--- src/gsp_pkg.sv ---
`timescale 1ns / 1ps
// ----------------------------------------------------------------------------
// Generational slot pool: shared package
// Request and status codes, configuration and result structures, and the
// command word that travels from the intake side to the execution side.
// ----------------------------------------------------------------------------
package gsp_pkg;

  // Default sizes of the pool.
  localparam int SLOTS_DEFAULT    = 256;
  localparam int GEN_BITS_DEFAULT = 16;

  // Fixed field widths of the request and result words.
  localparam int REQ_W      = 2;
  localparam int INDEX_W    = 8;
  localparam int GEN_OUT_W  = 16;
  localparam int CAP_W      = 9;
  localparam int CNT_OUT_W  = 9;
  localparam int CFG_IDX_W  = 2;

  // Depth of the command queue between intake and execution.
  localparam int QUEUE_DEPTH = 2;

  // Register indexes on the configuration port.
  localparam logic [CFG_IDX_W-1:0] REG_DEFERRED = 2'd0;
  localparam logic [CFG_IDX_W-1:0] REG_MAX_CAP  = 2'd1;

  localparam logic [CAP_W-1:0] MAX_CAP_RESET = 9'd256;

  // Request codes as they arrive on the request channel.
  localparam logic [REQ_W-1:0] REQ_ALLOC   = 2'd0;
  localparam logic [REQ_W-1:0] REQ_RELEASE = 2'd1;
  localparam logic [REQ_W-1:0] REQ_QUERY   = 2'd2;
  localparam logic [REQ_W-1:0] REQ_COLLECT = 2'd3;

  typedef enum logic [1:0] {
    OP_ALLOC,
    OP_RELEASE,
    OP_QUERY,
    OP_COLLECT
  } op_t;

  typedef enum logic [1:0] {
    SL_FREE    = 2'd0,
    SL_ACTIVE  = 2'd1,
    SL_PENDING = 2'd2
  } slot_state_t;

  typedef enum logic [1:0] {
    RES_DONE    = 2'd0,
    RES_FULL    = 2'd1,
    RES_IGNORED = 2'd2
  } status_t;

  typedef struct packed {
    op_t                  op;
    logic [INDEX_W-1:0]   idx;
    logic [GEN_OUT_W-1:0] hgen;
  } cmd_t;

  typedef struct packed {
    logic             deferred;
    logic [CAP_W-1:0] max_cap;
  } cfg_t;

  typedef struct packed {
    status_t              status;
    logic [INDEX_W-1:0]   out_index;
    logic [GEN_OUT_W-1:0] out_generation;
    logic                 handle_valid;
    logic [CNT_OUT_W-1:0] total_slots;
    logic [CNT_OUT_W-1:0] active_count;
    logic [CNT_OUT_W-1:0] free_count;
    logic [CNT_OUT_W-1:0] pending_count;
  } result_t;

endpackage

--- src/gsp_cmd_queue.sv ---
`timescale 1ns / 1ps
// ----------------------------------------------------------------------------
// Generational slot pool: command queue
// Short first-in first-out buffer between the intake and execution stages.
// ----------------------------------------------------------------------------
module gsp_cmd_queue (
  input  logic          clk,
  input  logic          rst,
  input  logic          in_valid,
  output logic          in_ready,
  input  gsp_pkg::cmd_t in_cmd,
  output logic          out_valid,
  input  logic          out_ready,
  output gsp_pkg::cmd_t out_cmd
);

  localparam int DEPTH = gsp_pkg::QUEUE_DEPTH;
  localparam int PTR_W = $clog2(DEPTH);
  localparam int CNT_W = $clog2(DEPTH + 1);

  gsp_pkg::cmd_t    entries [DEPTH];
  logic [PTR_W-1:0] wr_ptr;
  logic [PTR_W-1:0] rd_ptr;
  logic [CNT_W-1:0] count;
  logic             push;
  logic             pop;

  assign in_ready  = (count != CNT_W'(DEPTH));
  assign out_valid = (count != '0);
  assign out_cmd   = entries[rd_ptr];
  assign push      = in_valid && in_ready;
  assign pop       = out_valid && out_ready;

  always_ff @(posedge clk) begin
    if (rst) begin
      wr_ptr <= '0;
      rd_ptr <= '0;
      count  <= '0;
    end else begin
      if (push) begin
        wr_ptr <= (wr_ptr == PTR_W'(DEPTH - 1)) ? '0 : wr_ptr + 1'b1;
      end
      if (pop) begin
        rd_ptr <= (rd_ptr == PTR_W'(DEPTH - 1)) ? '0 : rd_ptr + 1'b1;
      end
      if (push && !pop) begin
        count <= count + 1'b1;
      end else if (pop && !push) begin
        count <= count - 1'b1;
      end
    end
  end

  always_ff @(posedge clk) begin
    if (push) begin
      entries[wr_ptr] <= in_cmd;
    end
  end

endmodule

--- config.mk ---
export PLATFORM = sky130hd
export DESIGN_NAME = gsp_cmd_queue
export DESIGN_NICKNAME = d
export VERILOG_FILES = /design/src/gsp_pkg.sv /design/src/gsp_cmd_queue.sv
export SDC_FILE = /design/constraint.sdc
export NUM_CORES = 1
export LEC_CHECK = 0
export BUFFER_PORTS_ARGS = -buffer_cell sky130_fd_sc_hd__buf_2
export CAP_MARGIN = 0
export CORE_ASPECT_RATIO = 1.2
export CORE_MARGIN = 10
export CORE_UTILIZATION = 48
export CTS_BUF_LIST = sky130_fd_sc_hd__clkbuf_4 sky130_fd_sc_hd__clkbuf_8
export CTS_CLUSTER_SIZE = 40
export DETAILED_ROUTE_END_ITERATION = 10
export HOLD_SLACK_MARGIN = 0.06
export PLACE_DENSITY = 0.83
export SLEW_MARGIN = 15
export SYNTH_ARGS = -nofsm -noshare
export SYNTH_HDL_FRONTEND = slang
export SYNTH_SLANG_ARGS = --single-unit
--- constraint.sdc ---
create_clock -name clk -period 1.87 [get_ports clk]
set_clock_uncertainty 0.2 [all_clocks]
set_input_delay 0.374 -clock clk [delete_from_list [all_inputs] [get_ports clk]]
set_output_delay 0.374 -clock clk [all_outputs]
set_load 0.01 [all_outputs]
# Yosys cells after proc, flatten, opt, wreduce, memory -nomap -nowiden
# Memory sizes are Yosys's and may differ from the RTL's. A register that Yosys moved wholly into a read port is not among the register bits.
# Index checks and enable logic that the tools add are counted.
dict set report classes {
  multipliers 0
  mux 8
  n_shift 0
  n_bitwise 0
  eq_ne 1
  magnitude_cmp 0
  reduce_logical 8
  addsub 4
  n_div 0
}
# cell count
set ops {}
lappend ops {{$mux 1} 6}
lappend ops {{$logic_and 1x1->1} 4}
lappend ops {{$mux 2} 2}
lappend ops {{$reduce_bool 2->1} 2}
lappend ops {{$add 1x1->1 const B} 2}
lappend ops {{$add 2x1->2 const B} 1}
lappend ops {{$logic_not 1->1} 2}
lappend ops {{$ne 2x2->1 const B} 1}
lappend ops {{$sub 2x1->2 const B} 1}
dict set report word_totals {
  latchBits 0
  in_bits 30
  memories 1
  mem_bits_ro 0
  out_inout_bits 28
  regBits 4
  ramBits 52
  wordCells 25
}
# name words width read_ports rd_clocked_by_memory_dff wr line_no
set mem_list {}
lappend mem_list {entries 2 26 1 1 1 gsp_cmd_queue.sv:21} ;# gsp_pkg::cmd_t entries [DEPTH];

# Longest topological paths before layout
dict set report logic_depth {
  word_depth 6
  ltp_mapped 6
}

# Least setup slack after synthesis
# OpenSTA, ideal clock, no wires.
dict set report synth_path {
  path_kind {register -> register}
  start {reg count[0]}
  end {mem entries[1][0] in the netlist's numbering, enable pin}
  setup_ns 0.385
  path_buffers 0
  arrival_ns 1.336
  setup_slack_ns -0.052
  synth_period_minus_slack_ns 1.922
  path_stages_with_launch 3
  path_cell_list {dfxtp_1 nand2b_1 and3_1}
}
dict set report synth_between {
  elab_chain_cells 4
}
# element line_no
set synth_lines {}
lappend synth_lines {{start, declared} gsp_cmd_queue.sv:24} ;# logic [CNT_W-1:0] count;
lappend synth_lines {{start signal, assigned} gsp_cmd_queue.sv:47} ;# count <= count + 1'b1;
lappend synth_lines {{start signal, assigned} gsp_cmd_queue.sv:49} ;# count <= count - 1'b1;
lappend synth_lines {{$ne 2x2->1} gsp_cmd_queue.sv:28} ;# assign in_ready = (count != CNT_W'(DEPTH));
lappend synth_lines {{named net in_ready} gsp_cmd_queue.sv:10} ;# output logic in_ready,
lappend synth_lines {{$logic_and 1x1->1} gsp_cmd_queue.sv:31} ;# assign push = in_valid && in_ready;
lappend synth_lines {{$mux 1} gsp_cmd_queue.sv:55} ;# if (push) begin
lappend synth_lines {{$mux 1 (not written as such)} gsp_cmd_queue.sv:56} ;# entries[wr_ptr] <= in_cmd;
lappend synth_lines {{end, declared} gsp_cmd_queue.sv:21}
# The timed path passes the listed nets, and every way through them passes these cells.

==> summary.txt <==
Cells and area
  – Layout Cell Area excl Fill: 3250 um2
  – Area growth from synthesis to layout: 54.8%
  – Layout cell share with drive strength beyond 1: 0.531
  – Commonest non-fill, non-tap cell in the layout: sky130_fd_sc_hd__edfxtp_1
  – Commonest cells after routing, fill and taps aside: sky130_fd_sc_hd__edfxtp_1, sky130_fd_sc_hd__buf_2, sky130_fd_sc_hd__dlygate4sd3_1, sky130_fd_sc_hd__mux2_4, sky130_fd_sc_hd__buf_6
  – Util after Layout: 0.768
  – # nets final: 236
  – Number of inserted diodes: 0
  – Fin cells: 265

Synthesis
  – Cell area after synthesis: 2100 um2
  – Number of register bits inferred by synthesis: 57
  – Synthesis Warnings: 0
  – Mean cell area of the mapped netlist: 20.0 um2
  – Number of instances in the synthesized netlist: 105
  – Unique cell type count in the Yosys netlist: 18
  – Sequential area share after synthesis: 0.792
  – Post-synth net total: 136

Pwr
  – Worst ir drop on vdd: 0.827 mV
  – Share of total power in sequential cells: 0.406
  – Part of the power in the clock network: 0.249
  – Leakage power figure: 1.31 nW
  – Cell-internal power: 3.07 mW
  – Net switching power: 1.13 mW
  – Post-route total power: 4.21 mW
  – Switching Fraction: 0.270
  – Fraction of power consumed by combinational cells: 0.345
  – Power per unit of standard cell area: 1300 nW/um2

Setup path
  – Required time reported for the critical path endpoint: 1300 ps
  – WP data arrival: 1330 ps
  – Category of the most critical setup path: register to output pin
  – Crit path launch type: register
  – Largest fanout on the critical path: 7
  – Critical path endpoint category: output pin

Place
  – # placed instances: 221
  – Placement Cell Area: 2480 um2
  – Detail Placement HPWL: 2950 um
  – Placer congestion estimate: 0.745
  – I/O Buffers: 57

Clocking
  – Clk pin slew, worst setup/hold paths: 60 ps
  – Total clock sinks: 57
  – Clock buffer count from CTS: 9
  – Maximum clock path buffer count: 2
  – Clock root buffer: sky130_fd_sc_hd__clkbuf_8
  – TritonCTS clock tree: done
  – Setup repair bufs after CTS: 0
  – CTS H-tree depth: 3
  – Insertion delay of the later-clocked pin in the worst-skew pair: 330 ps

Timing
  – Post-route clock period utilization: 1.02
  – Setup-violating endpoint count in the final report: 26
  – Final Critical Period: 1910 ps
  – Max Freq: 0.524 GHz
  – Setup slack of the critical path after layout: -38.5 ps
  – RSZ-0062 raised after global routing: true
  – Max-slew violation count: 0
  – Worst slew pin tran: 248 ps
  – Headroom to the max-slew limit: 0.834
  – Total count of hold-check failures in the final report: 0

Flow run
  – Max cap viols: 0

Floorplanning
  – Number of cell rows: 26
  – Top Ports: 58
  – Die area: 7420 um2
  – Die Width: 80.3 um
  – Initial core utilization: 0.496
  – Core region area: 4230 um2
  – Floorplan die height: 92.4 um

Global route
  – Overall Global Routing Usage: 0.139
  – Initial antenna violation count: 0
  – Number of global-route vias before repair: 1447
  – Global route total overflow: 0
  – Wire length of the first global-routing pass: 7630 um
  – Maximum number of pins on one net before global-route repair: 16

Run status
  – Outcome: complete, but fails checks
  – Violations in the final reports: setup timing

Min path
  – Hold crit path type: input port to register

Routing
  – Wire length after detailed routing: 5050 um
  – Number of nets still failing antenna checks after routing: 0
  – Routed length per placed instance: 19.1 um
  – Number of DRC violations after detailed-routing iteration 0: 84
  – Detailed-routing iteration count for the pre-antenna-repair pass: 4
  – Avg Vias per Cell: 4.93
  – Number of design rule violations left after detail routing: 0
  – Total vias in the final route: 1306
[cell type report]
class / count / area, um2
inverters: 1 / 3.75
fillers: 246 / 982
repair buffers: 92 / 808
well taps: 56 / 70.1
clock inverters: 5 / 47.5
clock buffers: 10 / 131
flip-flops and latches: 57 / 1670
multi-input cells: 44 / 518
[flip-flops by register name, indices dropped and copies added, names as in the netlist, named ones only]
signal,cells
wr_ptr,1
count,2
entries,52
rd_ptr,1
[layer usage]
layer / routed length (um) / GRT usage
met2: 2850 / 0.245
met5: 0 / 0
met1: 1760 / 0.136
met3: 356 / 0.0667
met4: 82 / 0.0544
[power groups by stage]
| stage | Combinational [mW] | Sequential [mW] | Clock (mW) |
|---|---|---|---|
| floorplan | 0.594 | 1.66 | 0 |
| global placement | 0.904 | 1.67 | 0 |
| detailed placement | 0.936 | 1.69 | 0 |
| CTS | 1.37 | 1.69 | 1.07 |
| global route | 1.53 | 1.73 | 1.13 |
| finish | 1.45 | 1.71 | 1.05 |
[cells in the mapped netlist]
cell | number | area [um2]
sky130_fd_sc_hd__edfxtp_1 | 52 | 1560
sky130_fd_sc_hd__mux2_2 | 26 | 293
sky130_fd_sc_hd__dfxtp_1 | 5 | 100
sky130_fd_sc_hd__nor2_1 | 3 | 11.3
sky130_fd_sc_hd__xor2_1 | 3 | 26.3
sky130_fd_sc_hd__a21oi_1 | 2 | 10.0
sky130_fd_sc_hd__buf_4 | 2 | 15.0
sky130_fd_sc_hd__o21ai_0 | 2 | 10.0
sky130_fd_sc_hd__a21bo_2 | 1 | 10.0
sky130_fd_sc_hd__and2_1 | 1 | 6.26
sky130_fd_sc_hd__and3_1 | 1 | 6.26
sky130_fd_sc_hd__buf_2 | 1 | 5.00
sky130_fd_sc_hd__ha_1 | 1 | 12.5
sky130_fd_sc_hd__inv_1 | 1 | 3.75
sky130_fd_sc_hd__nand2b_1 | 1 | 6.26
sky130_fd_sc_hd__nand3b_1 | 1 | 7.51
sky130_fd_sc_hd__or2_2 | 1 | 6.26
sky130_fd_sc_hd__or3_1 | 1 | 6.26
[critical path: stages (launching register included)]
cell                      delay (ps)
sky130_fd_sc_hd__dfxtp_4         410
sky130_fd_sc_hd__buf_8           160
sky130_fd_sc_hd__mux2_4          320
sky130_fd_sc_hd__buf_6           120
[repair_timing]
item                       4_1_cts  5_1_grt
setup endpoints to repair       27       27
hold buffers                    27        0
hold endpoints to repair        56        0
cloned                           2        0
resized for setup               51       17
[path summary, 6_finish.rpt]
path | from | end | slack (ps) | cells past startpoint
hold / removal | in_valid | wr_ptr | 190 | 3
setup / recovery | register | out_cmd[15] | -40 | 3
setup reg to reg | count[0] | count[1] | 70 | 5
hold reg to reg | rd_ptr | rd_ptr | 320 | 2
[cells by family after synthesis]
| family | count (synthesis) | synth area share |
|---|---|---|
| simple gates | 9 | 0.0239 |
| compound gates | 5 | 0.0143 |
| fa+ha+maj | 1 | 0.00597 |
| mux | 26 | 0.140 |
| flops | 57 | 0.792 |
| xor+xnor | 3 | 0.0125 |
| buf+inv | 4 | 0.0113 |
[metrics by stage]
| step | hold WS (ps) | setup TNS, ps | worst slack [ps] |
|---|---|---|---|
| 2_1_floorplan | 243 | 0 | 44.5 |
| 3_3_place_gp | 286 | 0 | 133 |
| 3_5_place_dp | 299 | 0 | 29.9 |
| 4_1_cts | 147 | -1240 | -58.2 |
| 5_1_grt | 211 | -1750 | -82.1 |
| 6_report | 185 | -572 | -38.5 |
(Power assumes the default switching activity.)
