## src/gsp_pkg.sv

```systemverilog
`timescale 1ns / 1ps
// ----------------------------------------------------------------------------
// Generational slot pool: shared package
// Request and status codes, configuration and result structures, and the
// command word that travels from the intake side to the execution side.
// ----------------------------------------------------------------------------
package gsp_pkg;

  // Default sizes of the pool.
  localparam int SLOTS_DEFAULT    = 256;
  localparam int GEN_BITS_DEFAULT = 16;

  // Fixed field widths of the request and result words.
  localparam int REQ_W      = 2;
  localparam int INDEX_W    = 8;
  localparam int GEN_OUT_W  = 16;
  localparam int CAP_W      = 9;
  localparam int CNT_OUT_W  = 9;
  localparam int CFG_IDX_W  = 2;

  // Depth of the command queue between intake and execution.
  localparam int QUEUE_DEPTH = 2;

  // Register indexes on the configuration port.
  localparam logic [CFG_IDX_W-1:0] REG_DEFERRED = 2'd0;
  localparam logic [CFG_IDX_W-1:0] REG_MAX_CAP  = 2'd1;

  localparam logic [CAP_W-1:0] MAX_CAP_RESET = 9'd256;

  // Request codes as they arrive on the request channel.
  localparam logic [REQ_W-1:0] REQ_ALLOC   = 2'd0;
  localparam logic [REQ_W-1:0] REQ_RELEASE = 2'd1;
  localparam logic [REQ_W-1:0] REQ_QUERY   = 2'd2;
  localparam logic [REQ_W-1:0] REQ_COLLECT = 2'd3;

  typedef enum logic [1:0] {
    OP_ALLOC,
    OP_RELEASE,
    OP_QUERY,
    OP_COLLECT
  } op_t;

  typedef enum logic [1:0] {
    SL_FREE    = 2'd0,
    SL_ACTIVE  = 2'd1,
    SL_PENDING = 2'd2
  } slot_state_t;

  typedef enum logic [1:0] {
    RES_DONE    = 2'd0,
    RES_FULL    = 2'd1,
    RES_IGNORED = 2'd2
  } status_t;

  typedef struct packed {
    op_t                  op;
    logic [INDEX_W-1:0]   idx;
    logic [GEN_OUT_W-1:0] hgen;
  } cmd_t;

  typedef struct packed {
    logic             deferred;
    logic [CAP_W-1:0] max_cap;
  } cfg_t;

  typedef struct packed {
    status_t              status;
    logic [INDEX_W-1:0]   out_index;
    logic [GEN_OUT_W-1:0] out_generation;
    logic                 handle_valid;
    logic [CNT_OUT_W-1:0] total_slots;
    logic [CNT_OUT_W-1:0] active_count;
    logic [CNT_OUT_W-1:0] free_count;
    logic [CNT_OUT_W-1:0] pending_count;
  } result_t;

endpackage

```

## src/gsp_front.sv

```systemverilog
`timescale 1ns / 1ps
// ----------------------------------------------------------------------------
// Generational slot pool: intake stage
// Registers incoming requests and decodes the request code into a command.
// ----------------------------------------------------------------------------
module gsp_front (
  input  logic                            clk,
  input  logic                            rst,
  input  logic                            in_valid,
  output logic                            in_ready,
  input  logic [23:0]                     in_data,
  input  logic [gsp_pkg::REQ_W-1:0]       in_user,
  output logic                            out_valid,
  input  logic                            out_ready,
  output gsp_pkg::cmd_t                   out_cmd
);

  gsp_pkg::cmd_t decoded;
  logic          held;

  always_comb begin
    decoded.idx  = in_data[gsp_pkg::INDEX_W-1:0];
    decoded.hgen = in_data[gsp_pkg::INDEX_W +: gsp_pkg::GEN_OUT_W];
    unique case (in_user)
      gsp_pkg::REQ_ALLOC:   decoded.op = gsp_pkg::OP_ALLOC;
      gsp_pkg::REQ_RELEASE: decoded.op = gsp_pkg::OP_RELEASE;
      gsp_pkg::REQ_QUERY:   decoded.op = gsp_pkg::OP_QUERY;
      default:              decoded.op = gsp_pkg::OP_COLLECT;
    endcase
  end

  // The holding register frees up in the same cycle the queue takes it.
  assign in_ready  = !held || out_ready;
  assign out_valid = held;

  always_ff @(posedge clk) begin
    if (rst) begin
      held <= 1'b0;
    end else if (in_valid && in_ready) begin
      held <= 1'b1;
    end else if (out_ready) begin
      held <= 1'b0;
    end
  end

  always_ff @(posedge clk) begin
    if (in_valid && in_ready) begin
      out_cmd <= decoded;
    end
  end

endmodule

```

## config.mk

```make
export PLATFORM = sky130hd
export DESIGN_NAME = gsp_front
export DESIGN_NICKNAME = d
export VERILOG_FILES = /design/src/gsp_pkg.sv /design/src/gsp_front.sv
export SDC_FILE = /design/constraint.sdc
export NUM_CORES = 1
export LEC_CHECK = 0
export BUFFER_PORTS_ARGS = -buffer_cell sky130_fd_sc_hd__buf_4
export CAP_MARGIN = 15
export CORE_UTILIZATION = 42
export DETAILED_ROUTE_END_ITERATION = 8
export PLACE_DENSITY = 0.83
export SYNTH_ARGS = -nofsm -noshare
export SYNTH_HDL_FRONTEND = slang
export SYNTH_SLANG_ARGS = --single-unit
export TNS_END_PERCENT = 30
```

## constraint.sdc

```tcl
create_clock -name clk -period 2.94 [get_ports clk]
set_input_delay 0.294 -clock clk [delete_from_list [all_inputs] [get_ports clk]]
set_output_delay 0.294 -clock clk [all_outputs]
set_load 0.01 [all_outputs]
```

* Yosys cells after proc, flatten, opt, wreduce, memory -nomap -nowiden
Index checks and enable logic that the tools add are counted.
** Storage, ports and cells
- ROM bits :: 0
- Bits in writable memories :: 0
- Bits in latches :: 0
- Memories :: 0
- Output and inout port bits :: 28
- Register bits :: 27
- Input bits :: 30
** Operators by class
- $mul :: 0
- Bitwise logic cells :: 0
- $lt $le $gt $ge :: 0
- $add $sub $neg :: 0
- Eq/ne operators :: 2
- Multiplexer cells :: 3
- Div/mod/pow operators :: 0
- Reductions and logical operators :: 5
- Shifts and indexed selects :: 0
** Operators by type and width (number)
- $pmux 2 s3 :: 1
- $eq 2x1->1 const B :: 1
- $eq 2x2->1 const B :: 1
- $logic_not 2->1 :: 1
- $mux 1 :: 2
- $reduce_bool 2->1 :: 1
- $logic_and 1x1->1 :: 1
- $logic_not 1->1 :: 1
- $logic_or 1x1->1 :: 1

* Longest topological paths before layout
Gate-level depths: netlist of run 1.
- Depth in word-level cells :: 4
- Mapped depth :: 2
- Depth with buffers taken out :: 2

* Least setup slack after synthesis of run 1
OpenSTA, ideal clock, no wires.
- Kind :: register -> register
- Start :: register held (netlist: out_valid)
- End :: register out_cmd[0] in the netlist's numbering, enable pin
- Stages on the path, launching flop included :: 3
- Slack :: 1.857 ns
- Path buffers :: 0
- Required time :: 2.611 ns
- Data arrival time :: 0.753 ns
- Clock period less this slack :: 1.083 ns
- Setup time :: 0.329 ns
- Cell sequence :: dfxtp_1 -> nand2b_4 -> and2_4
** Between the ends
- Longest elaborated chain between the ends :: 3
** Ends and longest elaborated chain
- start: declaration :: RTL line gsp_front.sv:19 : logic held;
- start signal: assignment :: RTL line gsp_front.sv:38 : held <= 1'b0;
- start signal: assignment :: RTL line gsp_front.sv:40 : held <= 1'b1;
- start signal: assignment :: RTL line gsp_front.sv:42 : held <= 1'b0;
- $logic_not 1->1 :: RTL line gsp_front.sv:33 : assign in_ready = !held || out_ready;
- $logic_or 1x1->1 :: RTL line gsp_front.sv:33
- via in_ready :: RTL line gsp_front.sv:10 : output logic in_ready,
- $logic_and 1x1->1 :: RTL line gsp_front.sv:47 : if (in_valid && in_ready) begin
- end signal: assignment :: RTL line gsp_front.sv:48 : out_cmd <= decoded;
- end: declaration :: RTL line gsp_front.sv:15 : output gsp_pkg::cmd_t out_cmd
The timed path passes the listed nets, and every way through them passes these cells.
A chain may end at the register's enable or synchronous reset.

* Worst setup path in the final report of run 1
- Start :: register held (netlist: out_valid)
- End :: output in_ready
** Between the ends
- Longest elaborated chain between the ends :: 2
** Ends and longest elaborated chain (RTL line)
- $logic_not 1->1 :: gsp_front.sv:33
- $logic_or 1x1->1 :: gsp_front.sv:33
- end: declaration :: gsp_front.sv:10
No other way between the ends.

==> results.sh, run 1 <==
export IMPL_path_buf_inv=1
export IMPL_cts_buffers=3
export IMPL_ctsResizeCount=0
export IMPL_routabilityCongestion=0.660
export IMPL_synthesis_area_um2=843
export IMPL_hold_buffers=0
export IMPL_switching_share=0.194
export IMPL_diodes=0
export IMPL_finalCritPeriodShare=0.413
export IMPL_worstReg2RegStart="out_valid"
export IMPL_hold_end="out_valid"
export IMPL_status="finished, final reports clean"
export IMPL_p_sw_mw=0.133
export IMPL_tightest_slew_ns=0.318
export IMPL_synth_edf_count=26
export IMPL_postRouteWirelength_um=1480
export IMPL_rsz0062_at_grt="no"
export IMPL_route_vias_total=525
export IMPL_fmax_ghz=0.824
export IMPL_antenna_left=0
export IMPL_drc=0
export IMPL_worstPathRequired_ns=2.65
export IMPL_core_area_um2=1800
export IMPL_dpl_cell_area_um2=1290
export IMPL_fillers=130
export IMPL_yosysSeqAreaShare=0.950
export IMPL_hold_class="input port to flip-flop"
export IMPL_start_util=0.468
export IMPL_skew_ns=0.00443
export IMPL_ys_types=7
export IMPL_powerDensity_nw_per_um2=519
export IMPL_overflow=0
export IMPL_syn_avg_cell_area_um2=25.6
export IMPL_setup_tns_ns=0
export IMPL_wire_per_inst_um=12.6
export IMPL_criticalPathCategory="flip-flop to output port"
export IMPL_drive_gt1_frac=0.685
export IMPL_ys_async_sr_fraction=0
export IMPL_die_w_um=46.8
export IMPL_nNetsFinal=123
export IMPL_cts_path_max_buffers=2
export IMPL_ios=58
export IMPL_r2r_slack_ns=1.83
export IMPL_setup_viol=0
export IMPL_synthCells=33
export IMPL_die_area_um2=2190
export IMPL_crit_chain="nand2b_4, buf_4"
export IMPL_slew_headroom=0.788
export IMPL_insertion_delay_ns=0.31
export IMPL_die_h_um=46.8
export IMPL_antenna_found_initial=0
export IMPL_internal_power_mw=0.553
export IMPL_period_needed_ns=1.21
export IMPL_hp_start="rst"
export IMPL_yosysMostFrequentCell="edfxtp_1"
export IMPL_first_pass_iters=3
export IMPL_peakVddDrop_uv=306
export IMPL_seqPwrFrac=0.663
export IMPL_pwr_share_comb=0.124
export IMPL_pwr_share_clk=0.213
export IMPL_grt_pass1_vias=497
export IMPL_path_delay_family="flip-flops"
export IMPL_multiInputGateArea_um2=31.3
export IMPL_portBuffers=57
export IMPL_cts_setup_buffers=0
export IMPL_ff_latch_area_um2=801
export IMPL_yosysWarnings=0
export IMPL_cp_end_kind="output port"
export IMPL_dr_first_iter_drc_count=2
export IMPL_hold_viol=0
export IMPL_cts_root_buf="clkbuf_4"
export IMPL_yosys_area_top_type="edfxtp_1"
export IMPL_critical_path_max_stage_delay_ns=0.39
export IMPL_maxCapViolations=0
export IMPL_grt_total_usage=0.147
export IMPL_htreeDepth=1
export IMPL_cts_sinks=27
export IMPL_area_growth_pct=56.7
export IMPL_startpoint_type="flip-flop"
export IMPL_p_leak_nw=0.568
export IMPL_cts_tree="yes"
export IMPL_synth_top_area_share=0.926
export IMPL_critPathMaxFanout=3
export IMPL_final_area_um2=1320
export IMPL_ys_top_cells_by_count="edfxtp_1 (26), clkbuf_1 (2)"
export IMPL_finalMaxSlewViolations=0
export IMPL_syn_nets=63
export IMPL_whs_path_depth=2
export IMPL_clkSlewWorstSetupHoldPaths_ns=0.12
export IMPL_num_rows=15
export IMPL_ys_flop_type="edfxtp_1"
export IMPL_cp_arrival_ns=0.92
export IMPL_synth_seq_cells=27
export IMPL_viasPerCell=4.49
export IMPL_worstReg2RegEnd="out_cmd[0]"
export IMPL_grt_max_degree=27
export IMPL_cpMaxStageDelayCell="dfxtp_1"
export IMPL_grt_pass1_wl_um=2100
export IMPL_synth_top_cells_by_area="edfxtp_1 (93%), dfxtp_1 (2.4%), nand2b_4 (1.6%), a21oi_2 (1.0%), and2_4 (1.0%)"
export IMPL_worstRegToRegCells=2
## metal layers
layer | wire length [um] | global-route usage | vias to the layer above | share of wire
met1 | 482 | 0.159 | 237 | 0.33
met3 | 166 | 0.0462 | 4 | 0.11
li1 | - | - | 244 | -
met5 | 0 | 0 | - | 0
met2 | 798 | 0.253 | 40 | 0.54
met4 | 27 | 0.0857 | 0 | 0.018
## how the worst max path moves through the flow
stage / from / end / slack (ns) / depth (start not counted)
finish: out_valid / in_ready / 1.73 / 2
global placement: out_ready / out_cmd[16] / 1.77 / 3
CTS: out_valid / in_ready / 1.71 / 2
floorplan: out_valid / out_cmd[0] / 1.86 / 2
detailed placement: out_ready / out_cmd[12] / 1.75 / 3
global route: out_valid / in_ready / 1.67 / 2
## cell type report
cell class	count	area share
Clock buffer	4	0.0199
Sequential cell	27	0.606
Multi-Input combinational cell	3	0.0237
Timing Repair Buffer	57	0.324
Inverter	1	0.00284
Tap cell	25	0.0237
## stage by stage
stage                     cells  utilization  hold WS, ns  total power, mW  setup slack (ns)
after floorplan              33            -        0.356            0.486              1.86
final                       117        0.733        0.115            0.685              1.73
after CTS                   117        0.733        0.106            0.694              1.71
after detailed placement    113        0.719        0.452            0.550              1.75
after global routing        117        0.733       0.0955            0.714              1.67
after global placement      113        0.719        0.452            0.546              1.77
## layout by cell type, fill, tap and decap left out
master,instances
and2_4,1
dfxtp_1,1
nand2b_4,1
clkbuf_4,3
clkbuf_1,1
edfxtp_1,26
a21oi_2,1
inv_1,1
buf_4,57
## power groups by stage
stage                     Combinational (mW)  Clock [mW]  Sequential [mW]
after floorplan                       0.0113           0            0.475
after global placement                0.0841           0            0.462
after detailed placement              0.0869           0            0.463
after CTS                             0.0868       0.152            0.455
after global routing                  0.0924       0.165            0.457
final                                 0.0853       0.146            0.454
## logic make-up (layout without fill, tap and decap cells)
family	Yosys count	after routing	share of synthesized area
AOI/OAI and AO/OA	1	1	0.0104
buffers and inverters	3	62	0.0134
DFF	27	27	0.950
and+or+nand+nor	2	2	0.0267
## state kept, by name, summed over array words and instances, names as in the netlist
name and count:
out_cmd 26, out_valid 1
## worst reg2reg max path, cell delays in order, from the launching register on
cell      delay [ns]
dfxtp_1         0.36
nand2b_4        0.09
and2_4          0.35
(Power assumes the default switching activity.)
==> run 2, diff against run 1 <==
--- a/config.mk
+++ b/config.mk
@@ -7,9 +7,9 @@
 export LEC_CHECK = 0
 export BUFFER_PORTS_ARGS = -buffer_cell sky130_fd_sc_hd__buf_4
 export CAP_MARGIN = 15
-export CORE_UTILIZATION = 42
+export CORE_UTILIZATION = 35
 export DETAILED_ROUTE_END_ITERATION = 8
-export PLACE_DENSITY = 0.83
+export PLACE_DENSITY = 0.74
 export SYNTH_ARGS = -nofsm -noshare
 export SYNTH_HDL_FRONTEND = slang
 export SYNTH_SLANG_ARGS = --single-unit
==> constraint.sdc (replaced) <==
create_clock -name clk -period 1 [get_ports clk]
set_input_delay 0.1 -clock clk [delete_from_list [all_inputs] [get_ports clk]]
set_output_delay 0.1 -clock clk [all_outputs]
set_load 0.01 [all_outputs]
==> results.sh, run 2 (same netlist as run 1, synthesis figures left out) <==
export IMPL_status="finished with violations"
export IMPL_fmax_ghz=0.935
export IMPL_area_growth_pct=103
export IMPL_dr_first_iter_drc_count=6
export IMPL_hold_end="out_valid"
export IMPL_drive_gt1_frac=0.560
export IMPL_rsz0062_at_grt="yes"
export IMPL_r2r_slack_ns=-0.01
export IMPL_cts_tree="yes"
export IMPL_largest_reg_flops=26
export IMPL_drc=0
export IMPL_powerDensity_nw_per_um2=1270
export IMPL_final_util=0.767
export IMPL_p_sw_mw=0.433
export IMPL_final_common_cell="buf_4"
export IMPL_pwr_share_comb=0.183
export IMPL_grt_total_usage=0.161
export IMPL_maxCapViolations=0
export IMPL_clkSlewWorstSetupHoldPaths_ns=0.12
export IMPL_die_h_um=51.1
export IMPL_num_rows=17
export IMPL_criticalPathCategory="flip-flop to output port"
export IMPL_worstRegToRegCells=3
export IMPL_whs_path_depth=3
export IMPL_setup_slack_ns=-0.0696
export IMPL_worstReg2RegEnd="out_cmd[25]"
export IMPL_cp_end_kind="output port"
export IMPL_routabilityCongestion=0.672
export IMPL_ios=58
export IMPL_cts_root_buf="clkbuf_4"
export IMPL_finalCritPeriodShare=1.07
export IMPL_slew_headroom=0.915
export IMPL_tightest_slew_ns=0.127
export IMPL_worstReg2RegStart="out_valid"
export IMPL_pwr_share_clk=0.201
export IMPL_finalMaxSlewViolations=0
export IMPL_skew_ns=0.00251
export IMPL_period_needed_ns=1.07
export IMPL_postRouteWirelength_um=1930
export IMPL_mostFrequentLayoutCells="buf_4 (51), dlygate4sd3_1 (27), edfxtp_1 (26), buf_6 (9)"
export IMPL_cts_path_max_buffers=2
export IMPL_instances_no_fill=153
export IMPL_grt_max_degree=15
export IMPL_dp_cells=120
export IMPL_cts_buffers=3
export IMPL_nNetsFinal=156
export IMPL_hold_class="input port to flip-flop"
export IMPL_startpoint_type="flip-flop"
export IMPL_antenna_left=0
export IMPL_internal_power_mw=1.74
export IMPL_htreeDepth=1
export IMPL_route_vias_total=635
export IMPL_critPathMaxFanout=2
export IMPL_hold_viol=0
export IMPL_portBuffers=57
export IMPL_setup_viol=28
export IMPL_p_leak_nw=0.734
export IMPL_peakVddDrop_uv=1160
export IMPL_cts_sinks=27
export IMPL_wire_per_inst_um=12.6
export IMPL_cp_arrival_ns=0.97
export IMPL_die_w_um=51.1
export IMPL_viasPerCell=4.15
export IMPL_hold_ws_ns=0.0434
export IMPL_worstPathRequired_ns=0.90
export IMPL_violations="negative setup slack"
export IMPL_overflow=0
export IMPL_diodes=0
export IMPL_largest_register="out_cmd"
export IMPL_total_power_mw=2.18
export IMPL_antenna_found_initial=0
export IMPL_die_area_um2=2610
export IMPL_fillers=124
export IMPL_switching_share=0.199
export IMPL_grt_pass1_vias=613
export IMPL_first_pass_iters=3
export IMPL_seqPwrFrac=0.616
export IMPL_grt_pass1_wl_um=2850
export IMPL_insertion_delay_ns=0.31
export IMPL_core_area_um2=2230
export IMPL_start_util=0.378
export IMPL_hp_start="in_valid"
export IMPL_dp_hpwl_um=1110
[run 2: changes by cell type in the layout (fill, tap and decap cells not counted), sizes merged]
cell,previous run,this run
buf,57,63
dlygate4sd3,0,27
[run 2: power by group through the flow]
stage,clock [mW],sequential (mW),combinational [mW]
floorplan,0,1.40,0.0334
detailed placement,0,1.36,0.293
global placement,0,1.36,0.288
CTS,0.442,1.34,0.381
global route,0.494,1.35,0.424
finish,0.437,1.34,0.399
[run 2: cell type report]
class                      count  area (um2)  area share
timing repair buffer          90         815       0.476
sequential                    27         802       0.468
tap                           28        35.0      0.0205
multi-input combinational      3        31.3      0.0183
clock buffer                   4        26.3      0.0153
inverter                       1        3.75     0.00219
[run 2: worst max-delay path by stage]
stage	start	end	slack (ns)	cells past startpoint
finish	out_valid	in_ready	-0.07	3
global placement	out_valid	out_cmd[17]	0.02	3
global route	out_valid	in_ready	-0.12	3
floorplan	out_valid	out_cmd[0]	-0.05	2
detailed placement	out_valid	out_cmd[20]	0.01	3
CTS	out_valid	in_ready	-0.07	3
[run 2: critical path: stages (launching register included)]
cell,delay (ns)
dfxtp_2,0.37
nand2b_4,0.06
buf_6,0.12
buf_6,0.11
[run 2: routing by layer]
| metal | GRT usage | vias to the layer above | part of all wire |
|---|---|---|---|
| met4 | 0.0972 | 0 | 0.010 |
| li1 | - | 309 | - |
| met2 | 0.246 | 43 | 0.47 |
| met5 | 0 | - | 0 |
| met3 | 0.0714 | 2 | 0.12 |
| met1 | 0.186 | 281 | 0.40 |
[run 2: repair_timing]
item                                   4_1_cts  5_1_grt
endpoints found under the hold margin       27        0
resized for setup                            2        7
buffers inserted                             1        1
setup endpoints to repair                   25       36
hold buffers                                27        0
[run 2: stage by stage]
step           setup TNS (ns)  worst slack (ns)  cell area [um2]
6_report               -0.315           -0.0696             1710
5_1_grt                 -1.37            -0.123             1710
4_1_cts                -0.396           -0.0662             1680
3_5_place_dp                0           0.00983             1370
3_3_place_gp                0            0.0203             1370
2_1_floorplan           -1.37           -0.0526              845
